===== src/fbpa_pkg.sv =====
// shared types and constants of the fixed block pool allocator
package fbpa_pkg;

  localparam int KIND_W   = 2;
  localparam int STAT_W   = 2;
  localparam int OFF_W    = 20;
  localparam int CNT_W    = 9;
  localparam int CFG_W    = 13;
  localparam int SZ_W     = CFG_W + 1;
  localparam int CFG_A_W  = 1;
  localparam int ALIGN    = 8;
  localparam int IN_TDATA_W  = 24;
  localparam int OUT_TDATA_W = 40;
  localparam int CFG_POOL_RST = 256;
  localparam int CFG_SIZE_RST = 8;

  typedef enum logic [KIND_W-1:0] {
    KIND_ALLOC = 2'd0,
    KIND_FREE  = 2'd1,
    KIND_RESET = 2'd2
  } kind_e;

  typedef enum logic [STAT_W-1:0] {
    STAT_OK        = 2'd0,
    STAT_EXHAUSTED = 2'd1,
    STAT_BAD_FREE  = 2'd2
  } status_e;

  typedef enum logic [CFG_A_W-1:0] {
    CFG_POOL_BLOCKS = 1'd0,
    CFG_BLOCK_BYTES = 1'd1
  } cfg_reg_e;

  typedef enum logic [1:0] {
    S_IDLE,
    S_OFFS,
    S_DIV,
    S_EMIT
  } state_e;

endpackage


===== src/fbpa_stack_ram.sv =====
// single-port-write, single-port-read stack memory with registered read data
module fbpa_stack_ram #(
  parameter int DEPTH = 256,
  parameter int WIDTH = 8
) (
  input  logic                     clk_i,
  input  logic                     we_i,
  input  logic [$clog2(DEPTH)-1:0] waddr_i,
  input  logic [WIDTH-1:0]         wdata_i,
  input  logic                     re_i,
  input  logic [$clog2(DEPTH)-1:0] raddr_i,
  output logic [WIDTH-1:0]         rdata_o
);

  logic [WIDTH-1:0] mem [DEPTH];
  logic [WIDTH-1:0] rdata_q;

  always_ff @(posedge clk_i) begin
    if (we_i) begin
      mem[waddr_i] <= wdata_i;
    end
  end

  always_ff @(posedge clk_i) begin
    if (re_i) begin
      rdata_q <= mem[raddr_i];
    end
  end

  assign rdata_o = rdata_q;

endmodule


===== src/fbpa_div.sv =====
// bit-serial restoring divider turning a byte offset into a block index
module fbpa_div #(
  parameter int IW = 8
) (
  input  logic                         clk_i,
  input  logic                         rst_ni,
  input  logic                         start_i,
  input  logic [fbpa_pkg::OFF_W-1:0]   dividend_i,
  input  logic [fbpa_pkg::SZ_W-1:0]    divisor_i,
  output logic                         done_o,
  output logic [IW-1:0]                quot_o,
  output logic                         rem_zero_o
);

  localparam int DW = fbpa_pkg::SZ_W + IW;
  localparam int CW = $clog2(IW + 1);

  logic [fbpa_pkg::OFF_W-1:0] rem_q, rem_d;
  logic [DW-1:0]              dsh_q, dsh_d;
  logic [IW-1:0]              quot_q, quot_d;
  logic [CW-1:0]              cnt_q, cnt_d;
  logic                       busy_q, busy_d;
  logic                       done_q, done_d;
  logic                       fits;

  assign fits = 32'(rem_q) >= 32'(dsh_q);

  always_comb begin
    rem_d  = rem_q;
    dsh_d  = dsh_q;
    quot_d = quot_q;
    cnt_d  = cnt_q;
    busy_d = busy_q;
    done_d = 1'b0;
    if (start_i) begin
      rem_d  = dividend_i;
      dsh_d  = DW'(divisor_i) << (IW - 1);
      quot_d = '0;
      cnt_d  = CW'(IW);
      busy_d = 1'b1;
    end else if (busy_q) begin
      if (fits) begin
        rem_d = rem_q - dsh_q[fbpa_pkg::OFF_W-1:0];
      end
      quot_d = (quot_q << 1) | IW'(fits);
      dsh_d  = dsh_q >> 1;
      cnt_d  = cnt_q - CW'(1);
      if (cnt_q == CW'(1)) begin
        busy_d = 1'b0;
        done_d = 1'b1;
      end
    end
  end

  always_ff @(posedge clk_i or negedge rst_ni) begin
    if (!rst_ni) begin
      busy_q <= 1'b0;
      done_q <= 1'b0;
      cnt_q  <= '0;
    end else begin
      busy_q <= busy_d;
      done_q <= done_d;
      cnt_q  <= cnt_d;
    end
  end

  always_ff @(posedge clk_i) begin
    rem_q  <= rem_d;
    dsh_q  <= dsh_d;
    quot_q <= quot_d;
  end

  assign done_o     = done_q;
  assign quot_o     = quot_q;
  assign rem_zero_o = (rem_q == '0);

endmodule


===== src/fixed_block_pool_allocator.sv =====
// fixed block pool allocator: control, counters and result register
// one item at a time; a successful allocate goes through S_OFFS and then S_EMIT before its result
// is registered, a failed allocate, a pool reset or an unused kind goes straight to S_EMIT
// free runs the offset through a bit-serial divider, one quotient bit per cycle, then S_EMIT
// the freed index stack lives in a memory with a registered read
// reset and any register write empty the pool at once, though a counter update by an item
// in the same cycle wins over the write; the stack memory is not cleared
module fixed_block_pool_allocator #(
  parameter int POOL_DEPTH      = 256,
  parameter int MAX_BLOCK_BYTES = 4096
) (
  input  logic                               clk_i,
  input  logic                               rst_ni,
  input  logic                               s_axis_tvalid,
  output logic                               s_axis_tready,
  // free_offset[19:0], zero pad
  input  logic [fbpa_pkg::IN_TDATA_W-1:0]    s_axis_tdata,
  // kind[1:0]
  input  logic [fbpa_pkg::KIND_W-1:0]        s_axis_tuser,
  output logic                               m_axis_tvalid,
  input  logic                               m_axis_tready,
  // alloc_offset[19:0], in_use[28:20], peak_in_use[37:29], zero pad
  output logic [fbpa_pkg::OUT_TDATA_W-1:0]   m_axis_tdata,
  // status[1:0]
  output logic [fbpa_pkg::STAT_W-1:0]        m_axis_tuser,
  input  logic                               cfg_we_i,
  input  logic [fbpa_pkg::CFG_A_W-1:0]       cfg_addr_i,
  input  logic [fbpa_pkg::CFG_W-1:0]         cfg_wdata_i
);

  localparam int CNT_W    = fbpa_pkg::CNT_W;
  localparam int OFF_W    = fbpa_pkg::OFF_W;
  localparam int SZ_W     = fbpa_pkg::SZ_W;
  localparam int CFG_W    = fbpa_pkg::CFG_W;
  localparam int POOL_MAX = (POOL_DEPTH < 511) ? POOL_DEPTH : 511;
  localparam int IW       = $clog2(POOL_MAX);
  localparam int POOL_RST = (POOL_MAX < fbpa_pkg::CFG_POOL_RST) ? POOL_MAX
                                                                 : fbpa_pkg::CFG_POOL_RST;
  localparam int LIM_W    = CNT_W + SZ_W;
  localparam int MUL_W    = IW + SZ_W;

  fbpa_pkg::state_e  state_q, state_d;
  fbpa_pkg::status_e res_status_q, res_status_d;
  fbpa_pkg::status_e out_status_q, out_status_d;

  logic [CNT_W-1:0] pool_q, pool_d;
  logic [SZ_W-1:0]  size_q, size_d;
  logic [CNT_W-1:0] freed_q, freed_d;
  logic [CNT_W-1:0] fresh_q, fresh_d;
  logic [CNT_W-1:0] alloc_q, alloc_d;
  logic [CNT_W-1:0] peak_q, peak_d;
  logic [LIM_W-1:0] limit_q;
  logic [OFF_W-1:0] off_q, off_d;
  logic             from_stack_q, from_stack_d;
  logic [IW-1:0]    idx_q, idx_d;
  logic [OFF_W-1:0] res_aoff_q, res_aoff_d;
  logic             out_valid_q, out_valid_d;
  logic [OFF_W-1:0] out_aoff_q, out_aoff_d;
  logic [CNT_W-1:0] out_inuse_q, out_inuse_d;
  logic [CNT_W-1:0] out_peak_q, out_peak_d;

  logic             in_xfer;
  logic             emit_ok;
  fbpa_pkg::kind_e  kind;
  logic [OFF_W-1:0] in_off;
  logic [CNT_W-1:0] alloc_inc;
  logic [CNT_W-1:0] cfg_pool;
  logic [CFG_W-1:0] cfg_bytes;
  logic [SZ_W-1:0]  cfg_round;
  logic [IW-1:0]    idx_src;
  logic [MUL_W-1:0] aoff_full;

  logic             mem_we;
  logic             mem_re;
  logic [IW-1:0]    mem_waddr;
  logic [IW-1:0]    mem_raddr;
  logic [IW-1:0]    mem_rdata;

  logic             div_start;
  logic             div_done;
  logic [IW-1:0]    div_quot;
  logic             div_rem_zero;

  assign s_axis_tready = (state_q == fbpa_pkg::S_IDLE);
  assign in_xfer       = s_axis_tvalid && s_axis_tready;
  assign emit_ok       = !out_valid_q || m_axis_tready;
  assign kind          = fbpa_pkg::kind_e'(s_axis_tuser);
  assign in_off        = s_axis_tdata[OFF_W-1:0];
  assign alloc_inc     = alloc_q + CNT_W'(1);
  assign mem_waddr     = IW'(freed_q);
  assign mem_raddr     = IW'(freed_q - CNT_W'(1));
  assign idx_src       = from_stack_q ? mem_rdata : idx_q;
  assign aoff_full     = MUL_W'(idx_src) * MUL_W'(size_q);

  // effective register values
  always_comb begin
    cfg_pool = CNT_W'(cfg_wdata_i);
    if (32'(cfg_pool) > POOL_MAX) begin
      cfg_pool = CNT_W'(POOL_MAX);
    end
    cfg_bytes = cfg_wdata_i;
    if (cfg_bytes == '0) begin
      cfg_bytes = CFG_W'(1);
    end
    if (32'(cfg_bytes) > MAX_BLOCK_BYTES) begin
      cfg_bytes = CFG_W'(MAX_BLOCK_BYTES);
    end
    cfg_round = (SZ_W'(cfg_bytes) + SZ_W'(fbpa_pkg::ALIGN - 1))
              & ~SZ_W'(fbpa_pkg::ALIGN - 1);
  end

  // next state
  always_comb begin
    state_d = state_q;
    unique case (state_q)
      fbpa_pkg::S_IDLE: begin
        if (in_xfer) begin
          unique case (kind)
            fbpa_pkg::KIND_ALLOC: begin
              state_d = (alloc_q >= pool_q) ? fbpa_pkg::S_EMIT : fbpa_pkg::S_OFFS;
            end
            fbpa_pkg::KIND_FREE: state_d = fbpa_pkg::S_DIV;
            default:             state_d = fbpa_pkg::S_EMIT;
          endcase
        end
      end
      fbpa_pkg::S_OFFS: state_d = fbpa_pkg::S_EMIT;
      fbpa_pkg::S_DIV: begin
        if (div_done) begin
          state_d = fbpa_pkg::S_EMIT;
        end
      end
      fbpa_pkg::S_EMIT: begin
        if (emit_ok) begin
          state_d = fbpa_pkg::S_IDLE;
        end
      end
      default: state_d = fbpa_pkg::S_IDLE;
    endcase
  end

  // datapath and outputs
  always_comb begin
    pool_d       = pool_q;
    size_d       = size_q;
    freed_d      = freed_q;
    fresh_d      = fresh_q;
    alloc_d      = alloc_q;
    peak_d       = peak_q;
    off_d        = off_q;
    from_stack_d = from_stack_q;
    idx_d        = idx_q;
    res_status_d = res_status_q;
    res_aoff_d   = res_aoff_q;
    out_valid_d  = out_valid_q && !m_axis_tready;
    out_status_d = out_status_q;
    out_aoff_d   = out_aoff_q;
    out_inuse_d  = out_inuse_q;
    out_peak_d   = out_peak_q;
    mem_we       = 1'b0;
    mem_re       = 1'b0;
    div_start    = 1'b0;

    if (cfg_we_i) begin
      unique case (fbpa_pkg::cfg_reg_e'(cfg_addr_i))
        fbpa_pkg::CFG_POOL_BLOCKS: pool_d = cfg_pool;
        fbpa_pkg::CFG_BLOCK_BYTES: size_d = cfg_round;
        default: ;
      endcase
      freed_d = '0;
      fresh_d = '0;
      alloc_d = '0;
      peak_d  = '0;
    end

    unique case (state_q)
      fbpa_pkg::S_IDLE: begin
        if (in_xfer) begin
          off_d        = in_off;
          res_status_d = fbpa_pkg::STAT_OK;
          res_aoff_d   = '0;
          unique case (kind)
            fbpa_pkg::KIND_ALLOC: begin
              if (alloc_q >= pool_q) begin
                res_status_d = fbpa_pkg::STAT_EXHAUSTED;
              end else begin
                alloc_d = alloc_inc;
                if (peak_q < alloc_inc) begin
                  peak_d = alloc_inc;
                end
                if (freed_q != '0) begin
                  freed_d      = freed_q - CNT_W'(1);
                  mem_re       = 1'b1;
                  from_stack_d = 1'b1;
                end else begin
                  idx_d        = IW'(fresh_q);
                  fresh_d      = fresh_q + CNT_W'(1);
                  from_stack_d = 1'b0;
                end
              end
            end
            fbpa_pkg::KIND_FREE: div_start = 1'b1;
            fbpa_pkg::KIND_RESET: begin
              freed_d = '0;
              fresh_d = '0;
              alloc_d = '0;
              peak_d  = '0;
            end
            default: ;
          endcase
        end
      end
      fbpa_pkg::S_OFFS: res_aoff_d = OFF_W'(aoff_full);
      fbpa_pkg::S_DIV: begin
        if (div_done) begin
          if (alloc_q == '0 || !div_rem_zero || 32'(off_q) >= 32'(limit_q)) begin
            res_status_d = fbpa_pkg::STAT_BAD_FREE;
          end else begin
            mem_we  = 1'b1;
            freed_d = freed_q + CNT_W'(1);
            alloc_d = alloc_q - CNT_W'(1);
          end
        end
      end
      fbpa_pkg::S_EMIT: begin
        if (emit_ok) begin
          out_valid_d  = 1'b1;
          out_status_d = res_status_q;
          out_aoff_d   = res_aoff_q;
          out_inuse_d  = alloc_q;
          out_peak_d   = peak_q;
        end
      end
      default: ;
    endcase
  end

  always_ff @(posedge clk_i or negedge rst_ni) begin
    if (!rst_ni) begin
      state_q     <= fbpa_pkg::S_IDLE;
      pool_q      <= CNT_W'(POOL_RST);
      size_q      <= SZ_W'(fbpa_pkg::CFG_SIZE_RST);
      freed_q     <= '0;
      fresh_q     <= '0;
      alloc_q     <= '0;
      peak_q      <= '0;
      out_valid_q <= 1'b0;
    end else begin
      state_q     <= state_d;
      pool_q      <= pool_d;
      size_q      <= size_d;
      freed_q     <= freed_d;
      fresh_q     <= fresh_d;
      alloc_q     <= alloc_d;
      peak_q      <= peak_d;
      out_valid_q <= out_valid_d;
    end
  end

  always_ff @(posedge clk_i) begin
    limit_q      <= LIM_W'(pool_q) * LIM_W'(size_q);
    off_q        <= off_d;
    from_stack_q <= from_stack_d;
    idx_q        <= idx_d;
    res_status_q <= res_status_d;
    res_aoff_q   <= res_aoff_d;
    out_status_q <= out_status_d;
    out_aoff_q   <= out_aoff_d;
    out_inuse_q  <= out_inuse_d;
    out_peak_q   <= out_peak_d;
  end

  fbpa_stack_ram #(
    .DEPTH (POOL_MAX),
    .WIDTH (IW)
  ) u_stack (
    .clk_i   (clk_i),
    .we_i    (mem_we),
    .waddr_i (mem_waddr),
    .wdata_i (div_quot),
    .re_i    (mem_re),
    .raddr_i (mem_raddr),
    .rdata_o (mem_rdata)
  );

  fbpa_div #(
    .IW (IW)
  ) u_div (
    .clk_i      (clk_i),
    .rst_ni     (rst_ni),
    .start_i    (div_start),
    .dividend_i (in_off),
    .divisor_i  (size_q),
    .done_o     (div_done),
    .quot_o     (div_quot),
    .rem_zero_o (div_rem_zero)
  );

  assign m_axis_tvalid = out_valid_q;
  assign m_axis_tuser  = out_status_q;
  assign m_axis_tdata  = {
    (fbpa_pkg::OUT_TDATA_W - OFF_W - 2 * CNT_W)'(0),
    out_peak_q, out_inuse_q, out_aoff_q
  };

endmodule

===== config.mk =====
export PLATFORM = sky130hd
export DESIGN_NAME = fixed_block_pool_allocator
export DESIGN_NICKNAME = d
export VERILOG_FILES = /design/src/fbpa_pkg.sv /design/src/fbpa_stack_ram.sv /design/src/fbpa_div.sv /design/src/fixed_block_pool_allocator.sv
export SDC_FILE = /design/constraint.sdc
export NUM_CORES = 2
export LEC_CHECK = 0
export BUFFER_PORTS_ARGS = -buffer_cell sky130_fd_sc_hd__buf_2
export CELL_PAD_IN_SITES_DETAIL_PLACEMENT = 1
export CELL_PAD_IN_SITES_GLOBAL_PLACEMENT = 1
export CORE_MARGIN = 2
export CORE_UTILIZATION = 47
export DETAILED_ROUTE_END_ITERATION = 12
export HOLD_SLACK_MARGIN = 0.06
export PLACE_DENSITY_LB_ADDON = 0.15
export SETUP_SLACK_MARGIN = 0.2
export SYNTH_ARGS = -nofsm -noshare
export SYNTH_HDL_FRONTEND = slang
export SYNTH_HIERARCHICAL = 1
export SYNTH_SLANG_ARGS = --single-unit

===== constraint.sdc =====
create_clock -name clk_i -period 7.1 [get_ports clk_i]
set_clock_uncertainty 0.1 [all_clocks]
set_input_delay 0 -clock clk_i [delete_from_list [all_inputs] [get_ports clk_i]]
set_output_delay 0 -clock clk_i [all_outputs]
set_load 0.02 [all_outputs]

## Yosys cells after proc, flatten, opt, wreduce, memory -nomap -nowiden

Memories as Yosys holds them, arrays and structs flattened. A register that Yosys moved wholly into a read port is not among the register bits.
Index checks and enable logic that the tools add are counted.

- Output and inout port bits: 44
- Memories: 1
- Logic and storage cells: 158
- Bits in writable memories: 2,048
- Register bits: 225
- Input port bits: 45

Memory list:

| name | depth | bits a word | rd ports | clocked after memory_dff | wr ports | RTL line | text |
|---|---|---|---|---|---|---|---|
| u_stack.mem | 256 | 8 | 1 | 1 | 1 | fbpa_stack_ram.sv:15 | `logic [WIDTH-1:0] mem [DEPTH];` |

- Reductions and logical operators: 28
- Equality and inequality tests: 10
- $add $sub $neg: 8
- $mul: 2
- Bitwise logic cells: 4
- Muxes and demuxes: 73
- $lt $le $gt $ge: 6

Operator list:

| operator | number |
|---|---|
| $mux W9 | 22 |
| $pmux W9 S2 | 6 |
| $mux W20 | 4 |
| $mux W21 | 2 |
| $pmux W20 S2 | 1 |
| $add A9 B1 Y9 const B | 3 |
| $mux W13 | 2 |
| $ge A20 B23 Y1 | 1 |
| $mux W1 | 23 |
| $ge A20 B21 Y1 | 1 |
| $logic_not A20 Y1 | 1 |
| $mul A9 B11 Y20 | 1 |
| $sub A20 B20 Y20 | 1 |
| $sub A9 B1 Y9 const B | 2 |
| $mul A8 B11 Y17 | 1 |
| $add A13 B3 Y14 const B | 1 |
| $mux W2 | 7 |
| $gt A13 B13 Y1 const B | 1 |
| $logic_not A13 Y1 | 1 |
| $reduce_and A2 Y1 | 6 |
| $ge A9 B9 Y1 | 1 |
| $gt A9 B9 Y1 const B | 1 |
| $logic_not A9 Y1 | 1 |
| $lt A9 B9 Y1 | 1 |
| other kinds (21) | 40 |

## Logic depth before layout (Yosys ltp)

- Word-level depth: 9
- Depth in mapped cells: 21
- Gate-level depth less buffers: 19

## Cells and area by module

Netlist, hierarchy kept.

Modules (own cells, without submodules):

| module | seq. area each (µm²) | times used | area an instance (µm²) | cells an instance |
|---|---|---|---|---|
| fbpa_stack_ram | 61,739.2 | 1 | 79,636.4 | 3,733 |
| fixed_block_pool_allocator | 4,406.7 | 1 | 13,356.6 | 1,338 |
| fbpa_div | 1,471.4 | 1 | 3,290.7 | 355 |

## Worst setup path before layout

OpenSTA, ideal clock, no wires.

- Path kind: reg2reg
- From: register from_stack_q
- To: register res_aoff_q[19], data pin
- Buffers on the path: 2
- Period minus slack after synthesis: 5.154 ns
- Setup time: 0.255 ns
- Cell stages (with the launch flop): 20
- Setup slack: 1.946 ns
- Required time: 6.745 ns
- Data arrival time: 4.799 ns
- Cells stage by stage: edfxtp_1 clkbuf_1 mux2_2 clkbuf_1 and2_1 fa_1 inv_1 fa_1 inv_1 fa_1 inv_1 fa_1 inv_1 ha_1 and3_1 and3_1 a211oi_1 a21oi_1 xnor2_1 and2_1

- Longest elaborated chain between the ends: 3

Ends and longest elaborated chain:

| item | RTL line | text |
|---|---|---|
| start, declared | fixed_block_pool_allocator.sv:54 | `logic from_stack_q, from_stack_d;` |
| start signal, assigned | fixed_block_pool_allocator.sv:263 | `from_stack_q <= from_stack_d;` |
| $mux W8 | fixed_block_pool_allocator.sv:92 | `assign idx_src = from_stack_q ? mem_rdata : idx_q;` |
| $mul A8 B11 Y17 | fixed_block_pool_allocator.sv:93 | `assign aoff_full = MUL_W'(idx_src) * MUL_W'(size_q);` |
| $pmux W20 S2 | fixed_block_pool_allocator.sv:176 | `unique case (state_q)` |
| end signal, assigned | fixed_block_pool_allocator.sv:266 | `res_aoff_q <= res_aoff_d;` |
| end, declared | fixed_block_pool_allocator.sv:56 | `logic [OFF_W-1:0] res_aoff_q, res_aoff_d;` |

Every way passes these cells.
A chain may end at the register's enable or synchronous reset.

## Final worst setup path

- From: register freed_q[0]
- To: register u_stack.rdata_q[1] (netlist: u_stack/rdata_o[1]), read port of u_stack.mem, data pin

- Elaborated cells on any way between the ends: 7
- Classes of those cells: 1 x add/sub; 5 x mux; 1 x reduce/logical

RTL lines:

| item | RTL line | text |
|---|---|---|
| start, declared | fixed_block_pool_allocator.sv:48 | `logic [CNT_W-1:0] freed_q, freed_d;` |
| start signal, assigned | fixed_block_pool_allocator.sv:252 | `freed_q <= freed_d;` |
| $sub A9 B1 Y9 | -- |  |
| net mem_raddr[0] | fixed_block_pool_allocator.sv:76 | `logic [IW-1:0] mem_raddr;` |
| end, declared | fbpa_stack_ram.sv:16 | `logic [WIDTH-1:0] rdata_q;` |

The timed path passes the listed nets, and every way through them passes these cells.

==> flow_summary.yaml <==
status:
  outcome: "finished, final reports clean"
worst_setup_path:
  critPathKind: "flop to flop"
  cp_slowest_cell: "and2_1"
  critPathMostFrequentCell: "nor4_1"
  cp_slowest_stage_delay_ps: 1070
  crit_start: "freed_q[0]"
  r2r-start: "freed_q[0]"
  worst_path_dominant_cell_family: "simple AND/OR/NAND/NOR gates"
  crit_required_ps: 7590
  r2r-end: "u_stack/rdata_o[1]"
  path_cells: "inv_8, ha_1, inv_1, or3_1, xnor2_2, and2_1, a22oi_1, a21oi_1, nor4_1, buf_4, nor4_1"
  arrival_ps: 6420
  crit_path_end: "u_stack/rdata_o[1]"
  end_kind: "flop"
  cp_max_fo: 40
  crit_buf_inv: 3
  cp-start-kind: "flop"
  path_depth: 11
  r2r_slack_ps: 1170
  rr_worst_depth: 11
timing:
  fin_setup_tns_ps: 0
  timing.final.crit_share: 0.8356
  tightest_slew_ps: 1354
  rsz0062_at_grt: "no"
  whs_ps: 146.2
  hold_viol_final: 0
  max_freq_mhz: 168.6
  maxSlewViolCount: 0
  min_period_ps: 5933
  report.final.setup_viol: 0
  relSlewSlack: 0.09706
routing:
  routed_via_density: 5.960
  postRouteAntennaNets: 0
  num_vias: 50940
  routed_wl_um: 250400
  drt_iter0_markers: 4537
  drcViolationCount: 0
  wire_per_inst_um: 29.30
  first_pass_iters: 5
synth:
  seq_area_frac_synth: 0.7023
  yosysTopAreaCell: "edfxtp_1"
  ys_types: 89
  synthMuxAreaShare: 0.1241
  yosysTopAreaCellShare: 0.6783
  synth.most_common_cell: "edfxtp_1"
  yosys_most_used_dff: "edfxtp_1"
  synthAdderAreaFrac: 0.04257
  synthTopCellsByCount: "2175 x edfxtp_1, 454 x mux4_2, 363 x nor2_1"
  synth-compound-area-share: 0.04735
  synth.area.top_cells: "edfxtp_1 68%, mux4_2 11%, fa_1 2.5%, ha_1 1.8%, mux2i_1 1.6%"
  synthArstFlopShare: 0.02814
  synth_edf_count: 2175
  yosys_warnings: 6
  netlist_area_um2: 96280
  synthXorXnorAreaFrac: 0.006277
  synth_top_family_by_area: "multiplexers"
  yosys.area_share.simple: 0.04982
  synth-seq-cells: 2274
  synthCells: 5426
  avgSynthCellArea_um2: 17.74
placed_design:
  hpwl_um: 156900
  gp_congestion: 0.8008
  placedInstanceArea_um2: 99580
  placed_cells: 8015
  port_buffers: 79
floorplanning:
  coreArea_um2: 204200
  fp.dieH_um: 456.6
  io_pins: 89
  rows: 166
  die_x_um: 456.6
  die_area_um2: 208500
  initial_core_util: 0.4716
global_route:
  overflow: 0
  antenna_found_initial: 5
  grt_pass1_wl_um: 372200
  grt_max_degree: 213
  grtUsageTotal: 0.2425
  grt_pass1_vias: 53920
job:
  maxCapViolations: 0
cts:
  clock_latency_ps: 880
  cts_buffers: 228
  cts.clk_slew.worst_paths_ps: 60
  ctsHoldBuffers: 107
  cts_resized: 0
  cts_max_path_buffers: 3
  cts_root_buffer: "clkbuf_16"
  cts_tree: "built"
  cts_setup_buffers: 0
  htree_levels: 4
  cts_sinks: 2274
min_path:
  hold_class: "input port to flop"
power:
  p_per_area_nw_per_um2: 356.0
  p_leak_nw: 37.34
  peakVddDrop_uv: 303.8
layout:
  drive_above_1_share: 0.1779
  final_core_util: 0.5297
  layout.nets: 5965
  fin_cells: 8547
  syn_to_final_growth_pct: 12.32
  final.fill_count: 18400
  design_area_um2: 108200
-- kinds of logic after synthesis --
logic type | count (synthesis)
flops | 2274
simple gates | 997
compound gates | 660
mux | 622
buf+inv | 546
fa+ha+maj | 257
xor+xnor | 69
other cells | 1
-- flip-flops by register name (all words and copies together), names as in the netlist, 11 cells and up --
register,flops
u_stack/mem,2048
limit_q,20
u_div/dsh_q,21
u_div/rem_q,20
out_aoff_q,17
size_q,11
res_aoff_q,17
off_q,20
-- where the power goes --
part | total, W | internal, W | switching, W
combinational | 0.00899 | 0.00282 | 0.00617
clock | 0.0121 | 0.00692 | 0.00514
sequential | 0.0175 | 0.0168 | 0.000640
total | 0.0385 | 0.0266 | 0.0119
-- per-layer routing --
| layer | global-route usage | share of wire | vias up | wire [um] |
|---|---|---|---|---|
| li1 | - | - | 21860 | - |
| met1 | 0.3366 | 0.42 | 27250 | 105900 |
| met2 | 0.4033 | 0.50 | 1487 | 124600 |
| met3 | 0.03213 | 0.053 | 346 | 13170 |
| met4 | 0.07048 | 0.027 | 0 | 6827 |
| met5 | 0 | 0 | - | 0 |
-- cells in the final DEF (no fill, tap or decap), drive strengths merged, types with 138 or more instances in the layout --
master / netlist / routed
edfxtp: 2175 / 2175
mux4: 456 / 456
nor2: 363 / 363
clkbuf: 165 / 293
inv: 242 / 248
buf: 136 / 196
nand2: 188 / 188
mux2i: 158 / 158
a21oi: 152 / 152
ha: 138 / 138
-- how the worst min path moves through the flow --
stage	cells past startpoint	slack, ps	to	startpoint
final	5	150	size_q[7]	cfg_wdata_i[6]
after CTS	5	80	size_q[9]	cfg_wdata_i[12]
after floorplan	0	-400	alloc_q[0]	rst_ni
after detailed placement	1	110	off_q[1]	s_axis_tdata[1]
after global placement	1	110	pool_q[3]	rst_ni
after global routing	5	160	size_q[9]	cfg_wdata_i[12]
-- worst reg2reg max path, delay by kind of cell (launching register included) --
kind	cells	cell delay (ps)
buffers and inverters	3	850
AND/OR/NAND/NOR	4	2070
flip-flops	1	700
AO/OA/AOI/OAI	2	820
adder cells (fa/ha/maj)	1	450
XOR/XNOR	1	680
-- area by class of cell --
cell class | count | area, um^2 | area share
Clock inverter | 130 | 1396 | 0.01291
Inverter | 245 | 937.1 | 0.008665
Clock buffer | 293 | 6085 | 0.05626
Multi-Input combinational cell | 2613 | 26180 | 0.2421
Tap cell | 2688 | 3363 | 0.03110
Sequential cell | 2274 | 67650 | 0.6255
Timing Repair Buffer | 302 | 2532 | 0.02342
Antenna cell | 2 | 5.005 | 0.00004628
-- stage by stage --
stage / setup slack [ps] / total power, W
final: 1167 / 0.03850
after floorplan: 1946 / 0.02301
after global placement: 1387 / 0.02649
after detailed placement: 1292 / 0.02677
after global routing: 926.8 / 0.04005
after CTS: 1247 / 0.03886
No activity file was read; power rests on OpenSTA's default activity.
